[src/hdl/hs_pkg.sv]
`default_nettype none

package hs_pkg;

  // Default sizes of the generator.
  localparam int HS_MAX_DIMS   = 8;
  localparam int HS_INDEX_BITS = 20;
  localparam int HS_FRAC_BITS  = 24;

  // Number of primes in the base table and the widths that follow from it.
  localparam int HS_PRIME_COUNT = 12;
  localparam int HS_BASE_W      = 6;  // largest base is 37
  localparam int HS_LOG_W       = 3;  // floor(log2) of the largest base is 5
  localparam int HS_DIM_W       = 4;  // dimension counter, up to the prime count
  localparam int HS_DIM_OUT_W   = 3;  // dimension field on the result ports
  localparam int HS_CFG_W       = 4;  // width of the dimension count register

  // Reset value of the dimension count register.
  localparam logic [HS_CFG_W-1:0] HS_NUM_DIMS_RST = 4'd2;

  // Prime base of dimension j.
  function automatic logic [HS_BASE_W-1:0] hs_base(input logic [HS_DIM_W-1:0] j);
    logic [HS_BASE_W-1:0] b;
    case (j)
      4'd0:    b = 6'd2;
      4'd1:    b = 6'd3;
      4'd2:    b = 6'd5;
      4'd3:    b = 6'd7;
      4'd4:    b = 6'd11;
      4'd5:    b = 6'd13;
      4'd6:    b = 6'd17;
      4'd7:    b = 6'd19;
      4'd8:    b = 6'd23;
      4'd9:    b = 6'd29;
      4'd10:   b = 6'd31;
      4'd11:   b = 6'd37;
      default: b = 6'd2;
    endcase
    return b;
  endfunction

  // floor(log2) of the prime base of dimension j. Dividing by the base
  // shortens the remaining index by at least this many bits.
  function automatic logic [HS_LOG_W-1:0] hs_base_log(input logic [HS_DIM_W-1:0] j);
    logic [HS_LOG_W-1:0] l;
    case (j)
      4'd0:    l = 3'd1;
      4'd1:    l = 3'd1;
      4'd2:    l = 3'd2;
      4'd3:    l = 3'd2;
      4'd4:    l = 3'd3;
      4'd5:    l = 3'd3;
      4'd6:    l = 3'd4;
      4'd7:    l = 3'd4;
      4'd8:    l = 3'd4;
      4'd9:    l = 3'd4;
      4'd10:   l = 3'd4;
      4'd11:   l = 3'd5;
      default: l = 3'd1;
    endcase
    return l;
  endfunction

endpackage

`default_nettype wire

[src/hdl/halton_sequence_generator_core.sv]
`default_nettype none

// Halton point generator. A start pulse with busy low takes one sample index;
// the core then gives one coordinate per active dimension, in dimension
// order, each as a floor(rev * 2^FRAC_BITS / p^k) fraction, with last set on
// the final one. Each result is on the result ports for exactly one cycle
// with valid_o high, and the receiver cannot stall the core: it must take
// every result in the cycle it appears. One compare-subtract unit does the
// division and scaling one bit per cycle. For dimension j with base p, the
// digit steps work on the remaining index length L, starting at INDEX_BITS
// and dropping by floor(log2 p) per digit. Index zero skips the digit
// steps and goes straight to scaling. The dimension count register may be
// written at any time; the value in it when an item is taken applies to
// that whole item.
module halton_sequence_generator_core #(
  parameter int MAX_DIMS   = hs_pkg::HS_MAX_DIMS,
  parameter int INDEX_BITS = hs_pkg::HS_INDEX_BITS,
  parameter int FRAC_BITS  = hs_pkg::HS_FRAC_BITS
) (
  input  logic                                   clk_i,
  input  logic                                   rst_ni,
  input  logic                                   start,
  output logic                                   busy,
  input  logic [INDEX_BITS-1:0]                  sample_index_i,
  input  logic                                   cfg_we_i,
  input  logic [hs_pkg::HS_CFG_W-1:0]            cfg_wdata_i,
  output logic                                   valid_o,
  output logic [hs_pkg::HS_DIM_OUT_W-1:0]        dimension_o,
  output logic [FRAC_BITS-1:0]                   coordinate_o,
  output logic                                   last_o
);

  import hs_pkg::*;

  // p^k stays below 37 * 2^INDEX_BITS, so it fits in INDEX_BITS + 6 bits.
  localparam int PKW     = INDEX_BITS + HS_BASE_W;
  localparam int UW      = PKW + 1;
  localparam int CNT_MAX = (INDEX_BITS > FRAC_BITS) ? INDEX_BITS : FRAC_BITS;
  localparam int CW      = $clog2(CNT_MAX + 1);
  localparam int TLW     = $clog2(INDEX_BITS + 1);
  localparam int TIW     = $clog2(INDEX_BITS);

  typedef enum logic [2:0] {
    ST_IDLE,
    ST_INIT,
    ST_CHECK,
    ST_DIV,
    ST_UPD,
    ST_SCALE
  } state_e;

  state_e                 state_q;
  logic [HS_CFG_W-1:0]    num_dims_q;
  logic [HS_DIM_W-1:0]    n_q;
  logic [HS_DIM_W-1:0]    dim_q;
  logic [INDEX_BITS-1:0]  idx_q;
  logic [INDEX_BITS-1:0]  t_q;
  logic [INDEX_BITS-1:0]  quo_q;
  logic [HS_BASE_W-1:0]   r_q;
  logic [PKW-1:0]         rev_q;
  logic [PKW-1:0]         pk_q;
  logic [PKW-1:0]         rem_q;
  logic [FRAC_BITS-1:0]   q_q;
  logic [HS_BASE_W-1:0]   base_q;
  logic [HS_LOG_W-1:0]    lg_q;
  logic [TLW-1:0]         tlen_q;
  logic [CW-1:0]          cnt_q;
  logic                   valid_q;
  logic [HS_DIM_OUT_W-1:0] dimension_q;
  logic [FRAC_BITS-1:0]   coordinate_q;
  logic                   last_q;

  logic [HS_DIM_W-1:0]    n_req;
  logic [CW-1:0]          cnt_m1;
  logic                   t_bit;
  logic [UW-1:0]          unit_a;
  logic [UW-1:0]          unit_b;
  logic                   unit_ge;
  logic [UW-1:0]          unit_diff;
  logic [PKW+HS_BASE_W-1:0] rev_prod;
  logic [PKW+HS_BASE_W-1:0] pk_prod;
  logic                   is_last;

  // Dimension count for a new item: zero means one, above the limit saturates.
  always_comb begin
    n_req = (num_dims_q == '0) ? HS_DIM_W'(1) : HS_DIM_W'(num_dims_q);
    if (n_req > HS_DIM_W'(MAX_DIMS)) begin
      n_req = HS_DIM_W'(MAX_DIMS);
    end
  end

  // Next index bit to bring down during digit extraction.
  assign cnt_m1 = cnt_q - CW'(1);
  assign t_bit  = t_q[cnt_m1[TIW-1:0]];

  // The shared unit divides the index by the base during digit extraction and
  // the mirrored value by p^k during final scaling.
  always_comb begin
    case (state_q)
      ST_DIV: begin
        unit_a = {{(UW-HS_BASE_W-1){1'b0}}, r_q, t_bit};
        unit_b = {{(UW-HS_BASE_W){1'b0}}, base_q};
      end
      ST_SCALE: begin
        unit_a = {rem_q, 1'b0};
        unit_b = {1'b0, pk_q};
      end
      default: begin
        unit_a = '0;
        unit_b = '0;
      end
    endcase
  end

  hs_step_unit #(
    .W (UW)
  ) u_step (
    .a_i    (unit_a),
    .b_i    (unit_b),
    .ge_o   (unit_ge),
    .diff_o (unit_diff)
  );

  // Digit append and power update; both values stay below PKW bits.
  assign rev_prod = (PKW+HS_BASE_W)'(rev_q) * (PKW+HS_BASE_W)'(base_q);
  assign pk_prod  = (PKW+HS_BASE_W)'(pk_q) * (PKW+HS_BASE_W)'(base_q);

  assign is_last = (dim_q == n_q - HS_DIM_W'(1));

  // Dimension count register.
  always_ff @(posedge clk_i or negedge rst_ni) begin
    if (!rst_ni) begin
      num_dims_q <= HS_NUM_DIMS_RST;
    end else if (cfg_we_i) begin
      num_dims_q <= cfg_wdata_i;
    end
  end

  // Sequencer with its datapath registers and the result registers.
  always_ff @(posedge clk_i or negedge rst_ni) begin
    if (!rst_ni) begin
      state_q <= ST_IDLE;
      valid_q <= 1'b0;
      dim_q   <= '0;
      n_q     <= '0;
    end else begin
      valid_q <= 1'b0;
      case (state_q)
        ST_IDLE: begin
          if (start) begin
            idx_q   <= sample_index_i;
            n_q     <= n_req;
            dim_q   <= '0;
            state_q <= ST_INIT;
          end
        end
        ST_INIT: begin
          t_q     <= idx_q;
          rev_q   <= '0;
          pk_q    <= PKW'(1);
          tlen_q  <= TLW'(INDEX_BITS);
          base_q  <= hs_base(dim_q);
          lg_q    <= hs_base_log(dim_q);
          state_q <= ST_CHECK;
        end
        ST_CHECK: begin
          if (t_q == '0) begin
            rem_q   <= rev_q;
            q_q     <= '0;
            cnt_q   <= CW'(FRAC_BITS);
            state_q <= ST_SCALE;
          end else begin
            r_q     <= '0;
            quo_q   <= '0;
            cnt_q   <= CW'(tlen_q);
            state_q <= ST_DIV;
          end
        end
        ST_DIV: begin
          r_q   <= unit_diff[HS_BASE_W-1:0];
          quo_q <= {quo_q[INDEX_BITS-2:0], unit_ge};
          cnt_q <= cnt_m1;
          if (cnt_q == CW'(1)) begin
            state_q <= ST_UPD;
          end
        end
        ST_UPD: begin
          rev_q <= rev_prod[PKW-1:0] + PKW'(r_q);
          pk_q  <= pk_prod[PKW-1:0];
          t_q   <= quo_q;
          if (tlen_q > TLW'(lg_q)) begin
            tlen_q <= tlen_q - TLW'(lg_q);
          end else begin
            tlen_q <= '0;
          end
          state_q <= ST_CHECK;
        end
        ST_SCALE: begin
          rem_q <= unit_diff[PKW-1:0];
          q_q   <= {q_q[FRAC_BITS-2:0], unit_ge};
          cnt_q <= cnt_m1;
          if (cnt_q == CW'(1)) begin
            valid_q      <= 1'b1;
            dimension_q  <= dim_q[HS_DIM_OUT_W-1:0];
            coordinate_q <= {q_q[FRAC_BITS-2:0], unit_ge};
            last_q       <= is_last;
            if (is_last) begin
              state_q <= ST_IDLE;
            end else begin
              dim_q   <= dim_q + HS_DIM_W'(1);
              state_q <= ST_INIT;
            end
          end
        end
        default: begin
          state_q <= ST_IDLE;
        end
      endcase
    end
  end

  assign busy         = (state_q != ST_IDLE);
  assign valid_o      = valid_q;
  assign dimension_o  = dimension_q;
  assign coordinate_o = coordinate_q;
  assign last_o       = last_q;

endmodule

`default_nettype wire

[src/hdl/hs_step_unit.sv]
`default_nettype none

// One restoring division step: compare the partial remainder against the
// divisor and give the reduced value when it fits.
module hs_step_unit #(
  parameter int W = 27
) (
  input  logic [W-1:0] a_i,
  input  logic [W-1:0] b_i,
  output logic         ge_o,
  output logic [W-1:0] diff_o
);

  logic [W:0] sub;

  // The borrow out of the subtraction tells whether the divisor fits.
  assign sub    = {1'b0, a_i} - {1'b0, b_i};
  assign ge_o   = ~sub[W];
  assign diff_o = ge_o ? sub[W-1:0] : a_i;

endmodule

`default_nettype wire
[config.mk]
export PLATFORM = sky130hd
export DESIGN_NAME = halton_sequence_generator_core
export DESIGN_NICKNAME = d
export VERILOG_FILES = /design/src/hdl/hs_pkg.sv /design/src/hdl/halton_sequence_generator_core.sv /design/src/hdl/hs_step_unit.sv
export SDC_FILE = /design/constraint.sdc
export NUM_CORES = 1
export LEC_CHECK = 0
export BUFFER_PORTS_ARGS = -buffer_cell sky130_fd_sc_hd__buf_2
export CAP_MARGIN = 5
export CORE_ASPECT_RATIO = 1.75
export CORE_MARGIN = 2
export CORE_UTILIZATION = 64
export CTS_CLUSTER_SIZE = 20
export DETAILED_ROUTE_END_ITERATION = 7
export PLACE_DENSITY_LB_ADDON = 0.25
export SLEW_MARGIN = 20
export SYNTH_ARGS = -nofsm -noshare
export SYNTH_HDL_FRONTEND = slang
export SYNTH_SLANG_ARGS = --single-unit
[constraint.sdc]
create_clock -name clk_i -period 5.7 [get_ports clk_i]
set_input_delay 0.855 -clock clk_i [delete_from_list [all_inputs] [get_ports clk_i]]
set_output_delay 0.855 -clock clk_i [all_outputs]
set_load 0.02 [all_outputs]
==> impl_metrics.json, run 1 <==
{
  "run_status": "finished, final reports clean",
  "cp.arrival_ps": 5450,
  "syn-mean-instance-area_um2": 10.30,
  "insertion_delay_ps": 550,
  "final-instance-count-excl-fill": 2321,
  "coreArea_um2": 29950,
  "main_flop_type_after_synthesis": "sky130_fd_sc_hd__edfxtp_1",
  "setup.worst_path.end_class": "flip-flop",
  "avgViaCountPerCell": 6.112,
  "final_min_period_over_clock_period_pct": 90.83,
  "track_usage_pct": 30.21,
  "tritoncts_clock_tree": "built",
  "max-vdd-ir-drop_mv": 0.3499,
  "worstSetupPathType": "flip-flop to flip-flop",
  "ys_async_sr_fraction_pct": 6.957,
  "cp_max_fo": 12,
  "post-synth-top-area-cell": "sky130_fd_sc_hd__edfxtp_1",
  "area_growth_syn_to_layout_pct": 7.575,
  "achievable-frequency_mhz": 193.2,
  "drtAntennaViolNets": 0,
  "mapped_cells": 1886,
  "report.final.slew_viol_count": 0,
  "clk_pin_slew_ps": 70,
  "cts_sinks": 230,
  "drc": 0,
  "dr.pass1.iters": 6,
  "rsz_0062_raised_after_global_routing": "false",
  "synth.top_cells.by_area": "sky130_fd_sc_hd__edfxtp_1 (33%), sky130_fd_sc_hd__fa_1 (18%), sky130_fd_sc_hd__ha_1 (7.7%)",
  "cts_htree_levels": 1,
  "leakage_uw": 0.009114,
  "grt_pass1_vias": 15060,
  "clock_root_cell": "sky130_fd_sc_hd__clkbuf_16",
  "area_of_the_die_um2": 31820,
  "number_of_port_buffers": 57,
  "cts.hold.buffers_added": 0,
  "syn-cell-area_um2": 19420,
  "fin_nets": 2240,
  "core.rowCount": 84,
  "critical_path.startpoint_type": "flip-flop",
  "grt.overflow.total": 0,
  "drive_gt1_share_pct": 8.583,
  "post-dp-hpwl_mm": 34.56,
  "route.vias.total": 14190,
  "cts-resized-gates": 0,
  "yosysSeqAreaShare_pct": 35.15,
  "grt_start_max_net_pins": 61,
  "pin_count": 58,
  "tritoncts_buffer_count": 23,
  "route.detailed.wl_per_inst_um": 19.77,
  "final.min_clock_period_ps": 5177,
  "hold_viol_final": 0,
  "timing.clock.skew_ps": 30.85,
  "slew_headroom_pct": 42.29,
  "setup-tns-final_ps": 0,
  "synth_enable_flop_cells": 214,
  "grt_pass1_wl_mm": 74.73,
  "yosysMostFrequentCell": "sky130_fd_sc_hd__and2_1",
  "synth_warnings": 0,
  "worstPathRequired_ps": 5970,
  "power.density_cell_area_nw_per_um2": 520.2,
  "synth_cell_types": 78,
  "cts_max_path_buffers": 3,
  "detail_route.wirelength_mm": 45.88,
  "floorplan.initialDensity_pct": 64.85,
  "place_inst": 2279,
  "synthTopCellsByCount": "sky130_fd_sc_hd__and2_1 (230), sky130_fd_sc_hd__nand2_1 (219), sky130_fd_sc_hd__edfxtp_1 (214)",
  "floorplan.die.height_um": 234.5,
  "setup_fix_bufs_post_cts": 0,
  "synth_fp_nets": 2209,
  "gp_congestion": 0.9597,
  "timing_worst_slew_pin_value_ps": 865.6,
  "timing.reg2reg.setup_slack_ps": 520,
  "drt_first_iter_violations": 755,
  "antenna_cells": 0,
  "count_of_endpoints_failing_setup_in_the_final_report": 0,
  "synthDominantCellAreaShare_pct": 33.08,
  "hold_path.class": "input pin to asynchronous set/reset pin",
  "maxCapViolations": 0,
  "antenna_found_initial": 0,
  "synth_seq_cells": 230,
  "die_w_um": 135.7
}
placed cells by master, fill, tap and decap left out, types with 10 or more instances in the layout:
master	Yosys	layout
sky130_fd_sc_hd__clkbuf_16	0	23
sky130_fd_sc_hd__and2_1	230	228
sky130_fd_sc_hd__xor2_1	34	34
sky130_fd_sc_hd__a21oi_1	70	70
sky130_fd_sc_hd__mux2i_1	11	11
sky130_fd_sc_hd__nor3_1	26	26
sky130_fd_sc_hd__edfxtp_1	214	214
sky130_fd_sc_hd__inv_1	175	175
sky130_fd_sc_hd__nor4_1	10	10
sky130_fd_sc_hd__ha_1	120	120
sky130_fd_sc_hd__o211ai_1	12	12
sky130_fd_sc_hd__nand2_1	219	219
sky130_fd_sc_hd__nand3_1	25	25
sky130_fd_sc_hd__a21o_1	26	26
sky130_fd_sc_hd__o21a_1	13	13
sky130_fd_sc_hd__a22oi_1	10	10
sky130_fd_sc_hd__and3_1	73	73
sky130_fd_sc_hd__fa_1	175	175
sky130_fd_sc_hd__buf_4	1	29
sky130_fd_sc_hd__a211oi_1	12	12
sky130_fd_sc_hd__dfrtp_1	15	14
sky130_fd_sc_hd__nand2b_1	13	12
sky130_fd_sc_hd__buf_2	4	57
sky130_fd_sc_hd__nor2_1	86	84
sky130_fd_sc_hd__o21ai_0	50	50
sky130_fd_sc_hd__xnor2_1	46	46
state kept, by name, summed over array words and instances (netlist names), 5 cells and up:
register,cells
q_q,23
cnt_q,5
base_q,6
idx_q,20
quo_q,20
tlen_q,5
r_q,6
coordinate_o,24
rev_q,26
pk_q,26
rem_q,26
t_q,20
final cells by class:
| cell class | count | area [um2] |
|---|---|---|
| clock buffers | 24 | 579.3 |
| clock inverters | 18 | 176.4 |
| fillers | 2253 | 9057 |
| inverters | 177 | 666.9 |
| multi-input cells | 1397 | 11620 |
| flip-flops and latches | 230 | 6829 |
| well taps | 387 | 484.2 |
| repair buffers | 88 | 543.0 |
worst max-delay path: stages (launching register included):
cell,delay (ps)
sky130_fd_sc_hd__edfxtp_1,710
sky130_fd_sc_hd__buf_4,230
sky130_fd_sc_hd__buf_4,150
sky130_fd_sc_hd__and2_1,150
sky130_fd_sc_hd__fa_1,430
sky130_fd_sc_hd__fa_1,490
sky130_fd_sc_hd__inv_1,50
sky130_fd_sc_hd__fa_1,470
sky130_fd_sc_hd__inv_1,40
sky130_fd_sc_hd__ha_1,340
sky130_fd_sc_hd__a21oi_1,150
sky130_fd_sc_hd__o21ai_0,150
sky130_fd_sc_hd__a211oi_2,360
sky130_fd_sc_hd__nor3b_1,160
sky130_fd_sc_hd__a311o_1,440
sky130_fd_sc_hd__a2111oi_2,360
sky130_fd_sc_hd__or3_1,160
sky130_fd_sc_hd__a21oi_1,60
logic make-up (layout without fill, tap and decap cells):
| kind of cell | Yosys count | count (layout) | synth area share, % |
|---|---|---|---|
| XOR/XNOR | 80 | 80 | 3.607 |
| buffers and inverters | 259 | 307 | 5.179 |
| adder cells (fa/ha/maj) | 295 | 295 | 25.76 |
| multiplexers | 21 | 21 | 1.436 |
| AND/OR/NAND/NOR | 731 | 731 | 19.50 |
| AO/OA/AOI/OAI | 270 | 270 | 9.366 |
| flip-flops | 230 | 230 | 35.15 |
metal layers:
layer,share of wire (%),vias up,track usage (%)
li1,-,6473,-
met3,4.3,174,3.467
met1,34,7117,32.04
met2,54,421,55.71
met5,0,-,0
met4,7.4,0,20.15
where the power goes:
group | switching, uW | internal (uW) | total, uW
sequential | 236 | 2130 | 2360
combinational | 3980 | 2960 | 6940
clock | 718 | 849 | 1570
through the flow:
step	utilization (%)	power [uW]	cell area, um2	worst slack [ps]	hold WS, ps
floorplan	-	7780	19420	760.1	400.3
global placement	67.22	9031	20140	641.2	407.0
detailed placement	67.22	9236	20140	557.7	418.2
CTS	69.75	10850	20890	562.1	247.8
global route	69.76	11820	20900	199.3	283.4
finish	69.76	10870	20900	522.8	250.1
final timing paths:
kind / from / to / cells past startpoint
worst max-delay path: base_q[5] / pk_q[25] / 17
worst min-delay path: rst_ni / state_q[1] / 1
worst max register to register: base_q[5] / pk_q[25] / 17
min in group clk_i: q_q[22] / coordinate_o[23] / 0
worst min register to register: q_q[22] / coordinate_o[23] / 0
max in group asynchronous: rst_ni / num_dims_q[1] / 1
Note: power is estimated with default switching activity, not from simulation.
==> run 2, diff against run 1 <==
--- a/config.mk
+++ b/config.mk
@@ -7,9 +7,11 @@
 export LEC_CHECK = 0
 export BUFFER_PORTS_ARGS = -buffer_cell sky130_fd_sc_hd__buf_2
 export CAP_MARGIN = 5
+export CELL_PAD_IN_SITES_DETAIL_PLACEMENT = 1
+export CELL_PAD_IN_SITES_GLOBAL_PLACEMENT = 1
 export CORE_ASPECT_RATIO = 1.75
 export CORE_MARGIN = 2
-export CORE_UTILIZATION = 64
+export CORE_UTILIZATION = 51
 export CTS_CLUSTER_SIZE = 20
 export DETAILED_ROUTE_END_ITERATION = 7
 export PLACE_DENSITY_LB_ADDON = 0.25
==> run 2 against run 1 <==
Net effect:
- register-to-register slack worse by 110 ps
- highest routed layer unchanged
- non-clock buffer count up 11
- die area up 25%
- largest cell class unchanged
- worst setup slack worse by 110 ps
- first-iteration DRC count shrank 40%
- power increased by 4.5%
==> impl_metrics.json, run 2 (synthesis results as in run 1) <==
{
  "rsz_0062_raised_after_global_routing": "false",
  "grt_pass1_wl_mm": 85.68,
  "detail_route.wirelength_mm": 52.90,
  "die_w_um": 151.5,
  "count_of_endpoints_failing_setup_in_the_final_report": 0,
  "pin_count": 58,
  "maxCapViolations": 0,
  "tritoncts_clock_tree": "built",
  "combPwrFrac_pct": 65.7,
  "timing.clock.skew_ps": 11.38,
  "grt_start_max_net_pins": 51,
  "achievable-frequency_mhz": 189.2,
  "wp_buf_inv": 4,
  "final_std_cell_area_no_fill_um2": 21110,
  "largestRegisters": "pk_q (26), rem_q (26), rev_q (26)",
  "place_inst": 2383,
  "final_min_period_over_clock_period_pct": 92.73,
  "leakage_uw": 0.009184,
  "gp_congestion": 0.8988,
  "switchingPower_uw": 5278,
  "grt_pass1_vias": 16470,
  "report.final.slew_viol_count": 0,
  "seqPwrFrac_pct": 20.5,
  "cp.arrival_ps": 5590,
  "setup.worst_path.end_class": "flip-flop",
  "post-dp-hpwl_mm": 40.64,
  "cts_htree_levels": 1,
  "insertion_delay_ps": 560,
  "clk_pin_slew_ps": 70,
  "avgViaCountPerCell": 5.873,
  "run_status": "finished, final reports clean",
  "dr.pass1.iters": 5,
  "critical_path.startpoint_type": "flip-flop",
  "route.vias.total": 14250,
  "placedInstanceArea_um2": 20360,
  "floorplan.initialDensity_pct": 51.61,
  "clock_root_cell": "sky130_fd_sc_hd__clkbuf_16",
  "area_of_the_die_um2": 39730,
  "hold_viol_final": 0,
  "drive_gt1_share_pct": 8.941,
  "critical-path-max-stage-delay_ps": 540,
  "route.detailed.wl_per_inst_um": 21.80,
  "cts-resized-gates": 0,
  "final-instance-count-excl-fill": 2426,
  "cts_max_path_buffers": 3,
  "number_of_port_buffers": 57,
  "area_growth_syn_to_layout_pct": 8.683,
  "cp_max_fo": 7,
  "worstPathRequired_ps": 6000,
  "hold_path.class": "input pin to asynchronous set/reset pin",
  "critical_path.cell_chain": "and2_1 > fa_1 > inv_1 > fa_1 > inv_1 > fa_1 > inv_1 > fa_1 > inv_1 > ha_1 > a21o_1 > a21oi_1 > a21oi_1 > nor2_1 > o211ai_1 > o211a_1 > o41ai_2 > mux2i_1",
  "grt.overflow.total": 0,
  "antenna_found_initial": 0,
  "floorplan.die.height_um": 262.2,
  "drtAntennaViolNets": 0,
  "final.min_clock_period_ps": 5285,
  "setup_fix_bufs_post_cts": 0,
  "timing_worst_slew_pin_value_ps": 967.3,
  "worst_path_max_delay_cell": "sky130_fd_sc_hd__fa_1",
  "track_usage_pct": 27.77,
  "coreArea_um2": 37640,
  "final_cell_mix": "sky130_fd_sc_hd__and2_1 (228), sky130_fd_sc_hd__nand2_1 (219), sky130_fd_sc_hd__edfxtp_1 (214)",
  "drc": 0,
  "max-vdd-ir-drop_mv": 0.4019,
  "tritoncts_buffer_count": 24,
  "power_switching_share_pct": 46.45,
  "cts_sinks": 230,
  "slew_headroom_pct": 35.52,
  "antenna_cells": 0,
  "core.rowCount": 94,
  "drt_first_iter_violations": 455,
  "power.share.clock_pct": 13.7,
  "layout.cells.most_common": "sky130_fd_sc_hd__and2_1",
  "cellInternalPower_uw": 6086,
  "worstSetupPathType": "flip-flop to flip-flop",
  "crit_family": "adder cells",
  "fin_nets": 2252,
  "cts.hold.buffers_added": 0,
  "setup-tns-final_ps": 0,
  "power.density_cell_area_nw_per_um2": 538.3
}
## run 2: cell types whose count changed in the layout (fill, tap and decap cells not counted), sizes merged
cell and delta:
clkinvlp -3, clkinv +5, buf +11, clkbuf +6, inv -6, bufinv -1
## run 2: worst paths after layout
check	start	end	cells past startpoint	slack, ps
min	rst_ni	valid_o	1	260
max	rev_q[4]	rev_q[25]	18	410
max in group asynchronous	rst_ni	state_q[0]	1	5080
max reg2reg	rev_q[4]	rev_q[25]	18	410
min reg2reg	q_q[12]	coordinate_o[13]	0	440
min in group clk_i	q_q[12]	coordinate_o[13]	0	440
## run 2: worst reg2reg max path, delay by kind of cell (launching register included)
family	cells	cell delay, ps
mux	1	110
compound gates	6	1360
flops	1	510
fa+ha+maj	5	2280
buf+inv	4	220
simple gates	2	520
## run 2: power groups by stage
| stage | registers, uW | logic [uW] | clock network (uW) |
|---|---|---|---|
| after global placement | 2350 | 7030 | 0 |
| after global routing | 2360 | 8330 | 1640 |
| final | 2330 | 7470 | 1560 |
| after CTS | 2330 | 7500 | 1590 |
| after floorplan | 2260 | 5520 | 0 |
| after detailed placement | 2360 | 7380 | 0 |
## run 2: stage by stage
| step | util (%) | total power (uW) | setup slack, ps | hold slack (ps) |
|---|---|---|---|---|
| 3_3_place_gp | 54.06 | 9380 | 593.0 | 408.6 |
| 3_5_place_dp | 54.11 | 9744 | 437.6 | 430.8 |
| 4_1_cts | 56.09 | 11430 | 412.2 | 240.2 |
| 6_report | 56.09 | 11360 | 414.6 | 256.2 |
| 5_1_grt | 56.09 | 12320 | 233.4 | 291.5 |
| 2_1_floorplan | - | 7780 | 760.1 | 400.3 |
## run 2: cell type report
type,instances,area (um2)
fill,4162,16520
sequential,230,6829
tap,480,600.6
clock inverter,13,102.6
inverter,177,666.9
multi-input combinational,1397,11620
timing repair buffer,99,650.6
clock buffer,30,644.4
## run 2: per-layer routing
metal	GRT usage (%)	wire [um]	share of wire [%]
met4	14.12	2921	5.5
met5	0	0	0
met1	28.08	18110	34
met2	55.19	30540	58
met3	2.500	1325	2.5
